<file path="config.mk">
export PLATFORM = sky130hd
export DESIGN_NAME = wsts_ram
export DESIGN_NICKNAME = d
export VERILOG_FILES = /design/src/rtl/wsts_ram.sv
export SDC_FILE = /design/constraint.sdc
export NUM_CORES = 1
export LEC_CHECK = 0
export BUFFER_PORTS_ARGS = -buffer_cell sky130_fd_sc_hd__buf_2
export CAP_MARGIN = 20
export CORE_ASPECT_RATIO = 2
export CORE_MARGIN = 4
export CORE_UTILIZATION = 45
export CTS_CLUSTER_DIAMETER = 40
export DETAILED_ROUTE_END_ITERATION = 8
export GPL_ROUTABILITY_DRIVEN = 0
export GPL_TIMING_DRIVEN = 0
export PLACE_DENSITY = 0.67
export SYNTH_ARGS = -nofsm -noshare
export SYNTH_HDL_FRONTEND = slang
export SYNTH_SLANG_ARGS = --single-unit
</file>
<file path="constraint.sdc">
create_clock -name clk -period 5.6 [get_ports clk]
set_input_delay 1.12 -clock clk [delete_from_list [all_inputs] [get_ports clk]]
set_output_delay 1.12 -clock clk [all_outputs]
set_load 0.1 [all_outputs]
</file>
<file path="src/rtl/wsts_ram.sv">
`timescale 1ns / 1ps
module wsts_ram #(
	parameter int WIDTH = 16,
	parameter int DEPTH = 64
) (
	input  logic                     clk,
	input  logic                     we,
	input  logic [$clog2(DEPTH)-1:0] waddr,
	input  logic [WIDTH-1:0]         wdata,
	input  logic                     re,
	input  logic [$clog2(DEPTH)-1:0] raddr,
	output logic [WIDTH-1:0]         rdata
);

	logic [WIDTH-1:0] mem_q [DEPTH];

	always_ff @(posedge clk) begin
		if (we) begin
			mem_q[waddr] <= wdata;
		end
		if (re) begin
			rdata <= mem_q[raddr];
		end
	end

endmodule

</file>
==> impl_metrics.csv, run 1 <==
group,metric,value,unit
synthesis,synth.area.top_cells,"edfxtp_1, mux4_2, mux2i_1",
clock_network,post_cts_resize_count,0,
synthesis,synth_edf_count,1040,
clock_network,clockBufferDepth,3,
global_routing,grt_use_total,22.5,%
clock_network,cts_tree,"built",
sta,fmax,265,MHz
global_routing,antenna_found_initial,8,
cells_and_area,fillers,6761,
sta,slew_headroom,13.0,%
worst_setup_path,slowest_delay,1.07,ns
worst_setup_path,worstSetupStartpointType,"primary input",
worst_setup_path,end_kind,"flop",
worst_setup_path,reg2regPathDepth,4,
sta,finalSetupViolations,0,
sta,fin_tns_setup,0,ns
global_routing,grt_max_degree,65,
synthesis,syn_inst,1829,
synthesis,ys_top_cells_by_count,"edfxtp_1, mux4_2, mux2i_1, nor2_1, nand2_1",
sta,slew_viol_final,0,
floorplan,start_util,45.5,%
worst_setup_path,path_cells,"buf_2 -> buf_4 -> buf_4 -> buf_2 -> mux2i_1 -> a21oi_1 -> a221oi_1 -> a311oi_1",
floorplan,rows,154,
sta,finalCriticalPeriod,3.78,ns
routing,drtIter0Drc,1968,
sta,timing_hold_violations_final,0,
clock_network,cts-htree-levels,3,
routing,wl_per_cell,32.5,um
worst_setup_path,crit_type,"in2reg",
placed_design,dpl_worst_slack,1.25,ns
clock_network,cts.clk_slew.worst_paths,0.07,ns
routing,drcViolationCount,0,
worst_setup_path,worstReg2RegEnd,"rdata[11]",
worst_setup_path,crit_family,"buffers and inverters",
routing,vias_per_cell,6.01,
floorplan,die_area,0.0945,mm2
worst_setup_path,crit_path_max_fanout,10,
global_routing,overflow,0,
cells_and_area,final_layout_size_suffix_gt1_share,28.9,%
worst_setup_path,crit_buf_inv,4,
worst_setup_path,crit_slowest_cell,"a221oi_1",
floorplan,die_y,431,um
worst_setup_path,critical_path_arrival,4.10,ns
sta,worst_slack,1.82,ns
clock_network,clockRootBuffer,"clkbuf_16",
synthesis,synth_flop_cell,"edfxtp_1",
synthesis,synthDistinctLibCells,42,
synthesis,syn_area_per_cell,22.0,um2
routing,wl,105,mm
cells_and_area,fin_area,0.0456,mm2
clock_network,clock-sinks,1040,
worst_setup_path,critical_path.startpoint,"raddr[2]",
worst_setup_path,critPathRequiredTime,5.92,ns
power_and_ir_drop,p_leak,14.3,nW
routing,drt_first_pass_iters,5,
placed_design,dpl.cell_count,3094,
run_status,status,"finished, final reports clean",
placed_design,place_area,0.0429,mm2
hold_path,worstHoldStart,"re",
hold_path,whs_endpoint,"rdata[1]",
clock_network,clock_latency,0.66,ns
worst_setup_path,cp_num_cells,8,
placed_design,numPortBuffers,39,
synthesis,ys_async_sr_fraction,0,%
synthesis,syn_nets,1860,
sta,finalCritPeriodShare,67.4,%
placed_design,place_hpwl,74.1,mm
cells_and_area,area_growth,13.4,%
synthesis,synth_top_cell_area_share,77.7,%
synthesis,synth-seq-cells,1040,
sta,skew,0.0212,ns
synthesis,yosys.area.top_type,"edfxtp_1",
floorplan,die_w,219,um
synthesis,yosysWarnings,0,
synthesis,yosysMostFrequentCell,"edfxtp_1",
clock_network,numCtsBuffers,80,
synthesis,yosysSeqAreaShare,77.7,%
floorplan,io_pins,47,
floorplan,core,0.0884,mm2
synthesis,syn_area,0.0402,mm2
power_and_ir_drop,ir_drop,0.213,mV
routing,vias,19500,
global_routing,grt_pass1_wl,149,mm
clock_network,ctsHoldBuffers,0,
cells_and_area,fin_nets,2040,
sta,worstMarginPinSlew,1.30,ns
job,maxCapViolCount,0,
routing,postRouteAntennaNets,0,
sta,rsz0062_at_grt,"no",
clock_network,cts_post_setup_buffers_inserted,0,
worst_setup_path,r2r-start,"mem_q[62][11]",
hold_path,worstHoldPathCells,1,
global_routing,grt_pass1_vias,20500,
hold_path,hp-class,"in2reg",
power_and_ir_drop,p_per_area,339,mW/mm2
cells_and_area,instances_no_fill,3246,
worst_setup_path,worst-r2r-setup-slack,2.91,ns
[flip-flops by register name, indices dropped and copies added (netlist names)]
register	count
mem_q	1024
rdata	16
[cells by family after synthesis]
group,synth area share [%]
AOI/OAI and AO/OA,2.40
buffers and inverters,1.82
DFF,77.7
muxes,15.5
and+or+nand+nor,2.64
[cells in the final DEF, fill, tap and decap left out, types with 24 or more instances in the layout]
| cell | count |
|---|---|
| clkbuf_16 | 83 |
| mux4_2 | 220 |
| mux2i_1 | 85 |
| edfxtp_1 | 1040 |
| nand3_1 | 24 |
| nor2_2 | 56 |
| nor2b_1 | 30 |
| clkbuf_1 | 42 |
| buf_2 | 75 |
| a22oi_1 | 39 |
| nand2_1 | 59 |
| mux2_2 | 27 |
| buf_8 | 30 |
[worst register-to-register path: stages (launching register included)]
cell and delay, ns:
edfxtp_1 0.36, mux4_2 0.49, mux2_2 0.30, a221oi_1 1.06
a311oi_1 0.15
[metal layers]
layer,track usage [%],wire length [um],vias to the layer above
li1,-,-,8048
met1,23.5,32900,10300
met2,40.3,56800,870
met3,3.75,6140,287
met4,16.3,9420,4
met5,0,33,-
[layout make-up]
type                       count  area (um2)  area share [%]
antenna                        4        10.0          0.0220
buffer                       104         733            1.61
clock buffer                 101        2140            4.70
clock inverter                44         488            1.07
multi-input combinational    685        8380            18.4
sequential                  1040       31200            68.5
tap                         1170        1460            3.21
timing repair buffer          98        1140            2.50
[report_power, final]
part | leakage (nW) | total (W) | internal [W] | switching, W
Combinational | 3.62 | 0.000988 | 0.000318 | 0.000670
Sequential | 9.37 | 0.00864 | 0.00862 | 0.0000143
Clock | 1.27 | 0.00584 | 0.00320 | 0.00265
Total | 14.3 | 0.0155 | 0.0121 | 0.00333
[worst max path at each step]
stage	end
after floorplan	mem_q[48][0]
after global placement	mem_q[48][11]
after detailed placement	rdata[11]
after CTS	rdata[11]
after global routing	rdata[4]
final	rdata[11]
[per-stage QoR]
step	hold WS [ns]	power [W]	utilization (%)
detailed placement	1.06	0.00979	48.5
CTS	0.868	0.0155	51.5
floorplan	0.828	0.00934	-
finish	0.888	0.0155	51.6
global route	0.878	0.0159	51.5
global placement	1.04	0.00974	47.3
(Power assumes the default switching activity.)
==> inputs of run 2 (changes only) <==
--- a/config.mk
+++ b/config.mk
@@ -14,7 +14,7 @@
 export DETAILED_ROUTE_END_ITERATION = 8
 export GPL_ROUTABILITY_DRIVEN = 0
 export GPL_TIMING_DRIVEN = 0
-export PLACE_DENSITY = 0.67
+export PLACE_DENSITY = 0.69
 export SYNTH_ARGS = -nofsm -noshare
 export SYNTH_HDL_FRONTEND = slang
 export SYNTH_SLANG_ARGS = --single-unit
==> constraint.sdc (replaced) <==
create_clock -name clk -period 3.1 [get_ports clk]
set_input_delay 0.62 -clock clk [delete_from_list [all_inputs] [get_ports clk]]
set_output_delay 0.62 -clock clk [all_outputs]
set_load 0.1 [all_outputs]
==> run 2 against run 1 <==
The flow now finishes with violations (negative setup slack). Worst hold slack got worse by 0.52 ns. Sequential cell count unchanged. Non-clock buffer count increased by 6. Highest routed layer unchanged.
==> impl_metrics.csv, run 2 (same netlist as run 1, synthesis figures left out) <==
group,metric,value,unit
run_status,status,"finished with violations",
run_status,violations,"negative setup slack",
worst_setup_path,crit_type,"in2reg",
placed_design,dpl.cell_count,3101,
cells_and_area,instances_no_fill,3253,
routing,vias_per_cell,6.07,
cells_and_area,largest_reg_flops,1024,
worst_setup_path,reg2regPathDepth,4,
power_and_ir_drop,switching_share,21.6,%
worst_setup_path,end_kind,"flop",
worst_setup_path,path_cells,"buf_2 -> buf_4 -> buf_4 -> buf_2 -> mux2i_1 -> a21oi_1 -> a221oi_1 -> a311oi_1",
floorplan,io_pins,47,
cells_and_area,reg_top3,"mem_q (1024), rdata (16)",
routing,wl,105,mm
cells_and_area,multiInputGateArea,0.00840,mm2
cells_and_area,regMostFlops,"mem_q",
sta,worstMarginPinSlew,1.27,ns
power_and_ir_drop,clock_power_share,37.8,%
cells_and_area,utilization,51.7,%
hold_path,worstHoldPathCells,1,
clock_network,clock_latency,0.66,ns
cells_and_area,final_layout_size_suffix_gt1_share,29.4,%
power_and_ir_drop,combPwrFrac,6.4,%
worst_setup_path,slowest_delay,1.07,ns
global_routing,overflow,0,
power_and_ir_drop,p_leak,14.3,nW
global_routing,grt_use_total,22.5,%
worst_setup_path,cp-endpoint,"rdata[1]",
worst_setup_path,critPathRequiredTime,3.45,ns
sta,slew_viol_final,0,
routing,vias,19700,
clock_network,cts_tree,"built",
power_and_ir_drop,internal-power,0.0219,W
cells_and_area,final_common_cell,"edfxtp_1",
routing,drtIter0Drc,2143,
sta,rsz0062_at_grt,"no",
worst_setup_path,worst-r2r-setup-slack,0.43,ns
sta,fmax,314,MHz
worst_setup_path,critical_path_arrival,3.54,ns
cells_and_area,fin_nets,2047,
sta,finalCritPeriodShare,103,%
worst_setup_path,worstReg2RegEnd,"rdata[1]",
placed_design,place_hpwl,74.6,mm
clock_network,clockBufferDepth,3,
sta,timing_hold_violations_final,0,
worst_setup_path,crit_buf_inv,4,
global_routing,grt_pass1_vias,20700,
clock_network,cts.clk_slew.worst_paths,0.07,ns
placed_design,dpl_worst_slack,-0.830,ns
clock_network,cts_post_setup_buffers_inserted,0,
sta,worst_slack,-0.0895,ns
floorplan,die_y,431,um
sta,finalCriticalPeriod,3.19,ns
routing,wl_per_cell,32.4,um
floorplan,die_w,219,um
power_and_ir_drop,switchingPower,0.00605,W
routing,drt_first_pass_iters,9,
worst_setup_path,critical_path.startpoint,"raddr[2]",
power_and_ir_drop,p_seq_share,55.8,%
placed_design,numPortBuffers,39,
sta,skew,0.0283,ns
worst_setup_path,r2r-start,"mem_q[58][1]",
power_and_ir_drop,power.total,0.0279,W
worst_setup_path,worstSetupStartpointType,"primary input",
sta,slew_headroom,15.0,%
hold_path,hp-class,"in2reg",
routing,drcViolationCount,0,
cells_and_area,final_cell_mix,"edfxtp_1, mux4_2, clkbuf_16",
power_and_ir_drop,p_per_area,611,mW/mm2
clock_network,clock-sinks,1040,
worst_setup_path,crit_family,"buffers and inverters",
floorplan,die_area,0.0945,mm2
floorplan,core,0.0884,mm2
cells_and_area,regArea,0.0312,mm2
clock_network,numCtsBuffers,81,
global_routing,grt_max_degree,65,
routing,postRouteAntennaNets,0,
cells_and_area,fillers,6710,
worst_setup_path,crit_slowest_cell,"a221oi_1",
clock_network,clockRootBuffer,"clkbuf_16",
clock_network,cts-htree-levels,3,
worst_setup_path,cp_num_cells,8,
worst_setup_path,crit_path_max_fanout,10,
cells_and_area,area_growth,13.8,%
sta,finalSetupViolations,3,
floorplan,rows,154,
global_routing,antenna_found_initial,7,
power_and_ir_drop,ir_drop,0.486,mV
floorplan,start_util,45.5,%
job,maxCapViolCount,0,
global_routing,grt_pass1_wl,149,mm
## run 2: metrics by stage
step	hold slack, ns	area, um2	TNS (ns)
6_report	0.370	45700	-0.135
5_1_grt	0.363	45700	0
3_5_place_dp	1.03	43000	-15.18
3_3_place_gp	1.01	41900	-251.83
2_1_floorplan	0.719	40200	0
4_1_cts	0.353	45700	0
## run 2: power by group through the flow
stage	Clock (W)	Sequential [W]	Combinational, W
after floorplan	0	0.0161	0.000806
after CTS	0.0107	0.0156	0.00178
final	0.0106	0.0156	0.00179
after detailed placement	0	0.0159	0.00177
after global routing	0.0112	0.0156	0.00184
after global placement	0	0.0159	0.00166
## run 2: worst min path at each step
stage / from / to / slack [ns]
2_1_floorplan: wdata[0] / mem_q[0][0] / 0.72
3_3_place_gp: mem_q[38][10] / rdata[10] / 1.01
3_5_place_dp: mem_q[34][5] / rdata[5] / 1.03
4_1_cts: re / rdata[6] / 0.35
5_1_grt: wdata[8] / mem_q[31][8] / 0.36
6_report: wdata[8] / mem_q[31][8] / 0.37
## run 2: metal layers
metal	share of wire, %	track usage, %	up-vias	wire length [um]
met5	0.032	0	-	34
met4	9.3	17.0	6	9830
li1	-	-	8042	-
met3	5.8	3.64	312	6090
met2	54	40.0	970	56600
met1	31	23.4	10400	32800
## run 2: worst reg2reg max path, delay by kind of cell, from the launching register on
| family | cells | cell delay [ns] |
|---|---|---|
| DFF | 1 | 0.38 |
| muxes | 2 | 0.79 |
| AOI/OAI and AO/OA | 2 | 1.20 |
## run 2: final cells by class
class                   count  area share [%]
clock buffers             100            4.82
plain buffers             104            1.60
clock inverters            46           0.968
multi-input cells         685            18.4
repair buffers            104            2.73
flip-flops and latches   1040            68.3
diodes                      4          0.0219
well taps                1170            3.20
## run 2: what timing repair did
item                                    CTS  global route
hold buffers                              0             0
endpoints found under the setup margin    3             0
resized for setup                         3             0
==> inputs of run 3 (changes only) <==
--- a/config.mk
+++ b/config.mk
@@ -7,6 +7,8 @@
 export LEC_CHECK = 0
 export BUFFER_PORTS_ARGS = -buffer_cell sky130_fd_sc_hd__buf_2
 export CAP_MARGIN = 20
+export CELL_PAD_IN_SITES_DETAIL_PLACEMENT = 0
+export CELL_PAD_IN_SITES_GLOBAL_PLACEMENT = 1
 export CORE_ASPECT_RATIO = 2
 export CORE_MARGIN = 4
 export CORE_UTILIZATION = 45
@@ -14,7 +16,7 @@
 export DETAILED_ROUTE_END_ITERATION = 8
 export GPL_ROUTABILITY_DRIVEN = 0
 export GPL_TIMING_DRIVEN = 0
-export PLACE_DENSITY = 0.69
+export PLACE_DENSITY = 0.75
 export SYNTH_ARGS = -nofsm -noshare
 export SYNTH_HDL_FRONTEND = slang
 export SYNTH_SLANG_ARGS = --single-unit
==> run 3 against run 2 <==
The flow still finishes with violations (negative setup slack). Via count down 1.7%. Sequential power about the same. Non-clock buffer count down 7. Core utilization about the same. Worst hold slack better by 0.017 ns. Register-to-register slack worse by 0.03 ns. First-iteration DRC count down 5.2%. Clock skew about the same. Critical path type unchanged.
==> impl_metrics.csv, run 3 (same netlist as run 1, synthesis figures left out) <==
group,metric,value,unit
run_status,status,"finished with violations",
run_status,violations,"negative setup slack",
cells_and_area,utilization,51.8,%
routing,postRouteAntennaNets,0,
placed_design,numPortBuffers,39,
clock_network,clock_latency,0.66,ns
cells_and_area,final_layout_size_suffix_gt1_share,29.2,%
worst_setup_path,crit_slowest_cell,"a221oi_1",
floorplan,die_w,219,um
clock_network,numCtsBuffers,81,
global_routing,grt_use_total,22.2,%
global_routing,overflow,0,
clock_network,cts_tree,"built",
routing,drcViolationCount,0,
global_routing,antenna_found_initial,1,
sta,slew_headroom,17.3,%
worst_setup_path,worstReg2RegEnd,"rdata[3]",
clock_network,clockBufferDepth,3,
global_routing,grt_pass1_wl,147,mm
sta,worst_slack,-0.121,ns
worst_setup_path,worstSetupStartpointType,"primary input",
power_and_ir_drop,p_per_area,620,mW/mm2
worst_setup_path,critPathRequiredTime,3.44,ns
power_and_ir_drop,p_leak,14.4,nW
worst_setup_path,crit_path_max_fanout,10,
floorplan,start_util,45.5,%
power_and_ir_drop,switchingPower,0.00611,W
sta,fin_tns_setup,-0.124,ns
sta,skew,0.0285,ns
cells_and_area,reg_top3,"mem_q (1024), rdata (16)",
routing,wl_per_cell,32.1,um
worst_setup_path,critical_path_arrival,3.56,ns
clock_network,cts.clk_slew.worst_paths,0.07,ns
worst_setup_path,end_kind,"flop",
routing,vias_per_cell,5.98,
clock_network,clockRootBuffer,"clkbuf_16",
clock_network,clock-sinks,1040,
power_and_ir_drop,p_seq_share,55.0,%
cells_and_area,area_growth,13.8,%
job,maxCapViolCount,0,
cells_and_area,largest_reg_flops,1024,
power_and_ir_drop,internal-power,0.0223,W
routing,drtIter0Drc,2032,
sta,timing_hold_violations_final,0,
clock_network,ctsHoldBuffers,0,
floorplan,rows,154,
power_and_ir_drop,ir_drop,0.398,mV
cells_and_area,final_cell_mix,"edfxtp_1, mux4_2, mux2i_1, clkbuf_16, buf_2",
clock_network,cts_post_setup_buffers_inserted,0,
sta,finalCritPeriodShare,104,%
power_and_ir_drop,clock_power_share,38.8,%
hold_path,hp-class,"in2reg",
floorplan,die_area,0.0945,mm2
cells_and_area,fin_nets,2040,
sta,worstMarginPinSlew,1.24,ns
cells_and_area,instances_no_fill,3247,
placed_design,place_hpwl,74.5,mm
clock_network,cts-htree-levels,3,
worst_setup_path,r2r-start,"mem_q[63][3]",
routing,wl,104,mm
cells_and_area,regMostFlops,"mem_q",
placed_design,dpl.cell_count,3094,
hold_path,worstHoldPathCells,1,
cells_and_area,final_common_cell,"edfxtp_1",
routing,vias,19400,
worst_setup_path,worst-r2r-setup-slack,0.40,ns
global_routing,grt_pass1_vias,20300,
global_routing,grt_max_degree,65,
routing,drt_first_pass_iters,5,
worst_setup_path,path_cells,"buf_2 -> buf_4 -> buf_4 -> buf_2 -> mux2i_1 -> a21oi_1 -> a221oi_1 -> a311oi_1",
hold_path,worstHoldStart,"re",
worst_setup_path,crit_type,"in2reg",
power_and_ir_drop,switching_share,21.5,%
sta,rsz0062_at_grt,"no",
floorplan,die_y,431,um
hold_path,whs_endpoint,"rdata[12]",
sta,worst_hold_slack,0.386,ns
sta,fmax,310,MHz
worst_setup_path,reg2regPathDepth,4,
sta,finalCriticalPeriod,3.22,ns
floorplan,io_pins,47,
sta,slew_viol_final,0,
worst_setup_path,slowest_delay,1.04,ns
power_and_ir_drop,combPwrFrac,6.3,%
floorplan,core,0.0884,mm2
sta,finalSetupViolations,2,
==> run 3: repair_timing <==
item	CTS	global route
gates cloned	0	0
gates resized for setup	2	1
setup endpoints to repair	2	1
==> run 3: metrics by stage <==
stage	total power (W)	instance area [um2]	worst slack, ns
2_1_floorplan	0.0169	40200	0.445
3_3_place_gp	0.0176	41900	-0.836
3_5_place_dp	0.0177	42900	-0.861
4_1_cts	0.0285	45700	0.00252
5_1_grt	0.0291	45800	0.0143
6_report	0.0284	45800	-0.121
==> run 3: how the worst max path moves through the flow <==
stage          slack [ns]  cells after the start       endpoint  startpoint
5_1_grt              0.01                      8       rdata[3]    raddr[2]
3_3_place_gp        -0.84                      3  mem_q[48][11]    waddr[4]
4_1_cts             0.003                      8       rdata[3]    raddr[2]
6_report            -0.12                      8       rdata[3]    raddr[2]
3_5_place_dp        -0.86                      8       rdata[4]    raddr[2]
2_1_floorplan        0.45                      4   mem_q[48][0]    waddr[3]
==> run 3: routing by layer <==
metal	vias to the layer above	wire (um)	GRT usage [%]	part of all wire, %
met4	0	8770	15.1	8.4
met1	10200	33000	23.5	32
met5	-	0	0	0
li1	8039	-	-	-
met2	856	56900	40.4	55
met3	263	5510	3.00	5.3
==> run 3: critical path: cells and delay by family <==
family	cells	cell delay, ns
muxes	1	0.26
buffers and inverters	4	1.30
AOI/OAI and AO/OA	3	1.32
==> run 3: final cells by class <==
type,count,area (um2)
antenna,1,2.50
timing repair buffer,97,1150
fill,6690,42700
sequential,1040,31200
multi-input combinational,685,8400
clock buffer,97,2170
clock inverter,53,621
tap,1170,1460
buffer,104,736
==> run 3: power groups by stage <==
stage / Clock [W] / Combinational, W / Sequential [W]
detailed placement: 0 / 0.00177 / 0.0159
CTS: 0.0111 / 0.00178 / 0.0156
global route: 0.0117 / 0.00184 / 0.0156
finish: 0.0110 / 0.00178 / 0.0156
global placement: 0 / 0.00167 / 0.0159
floorplan: 0 / 0.000806 / 0.0161
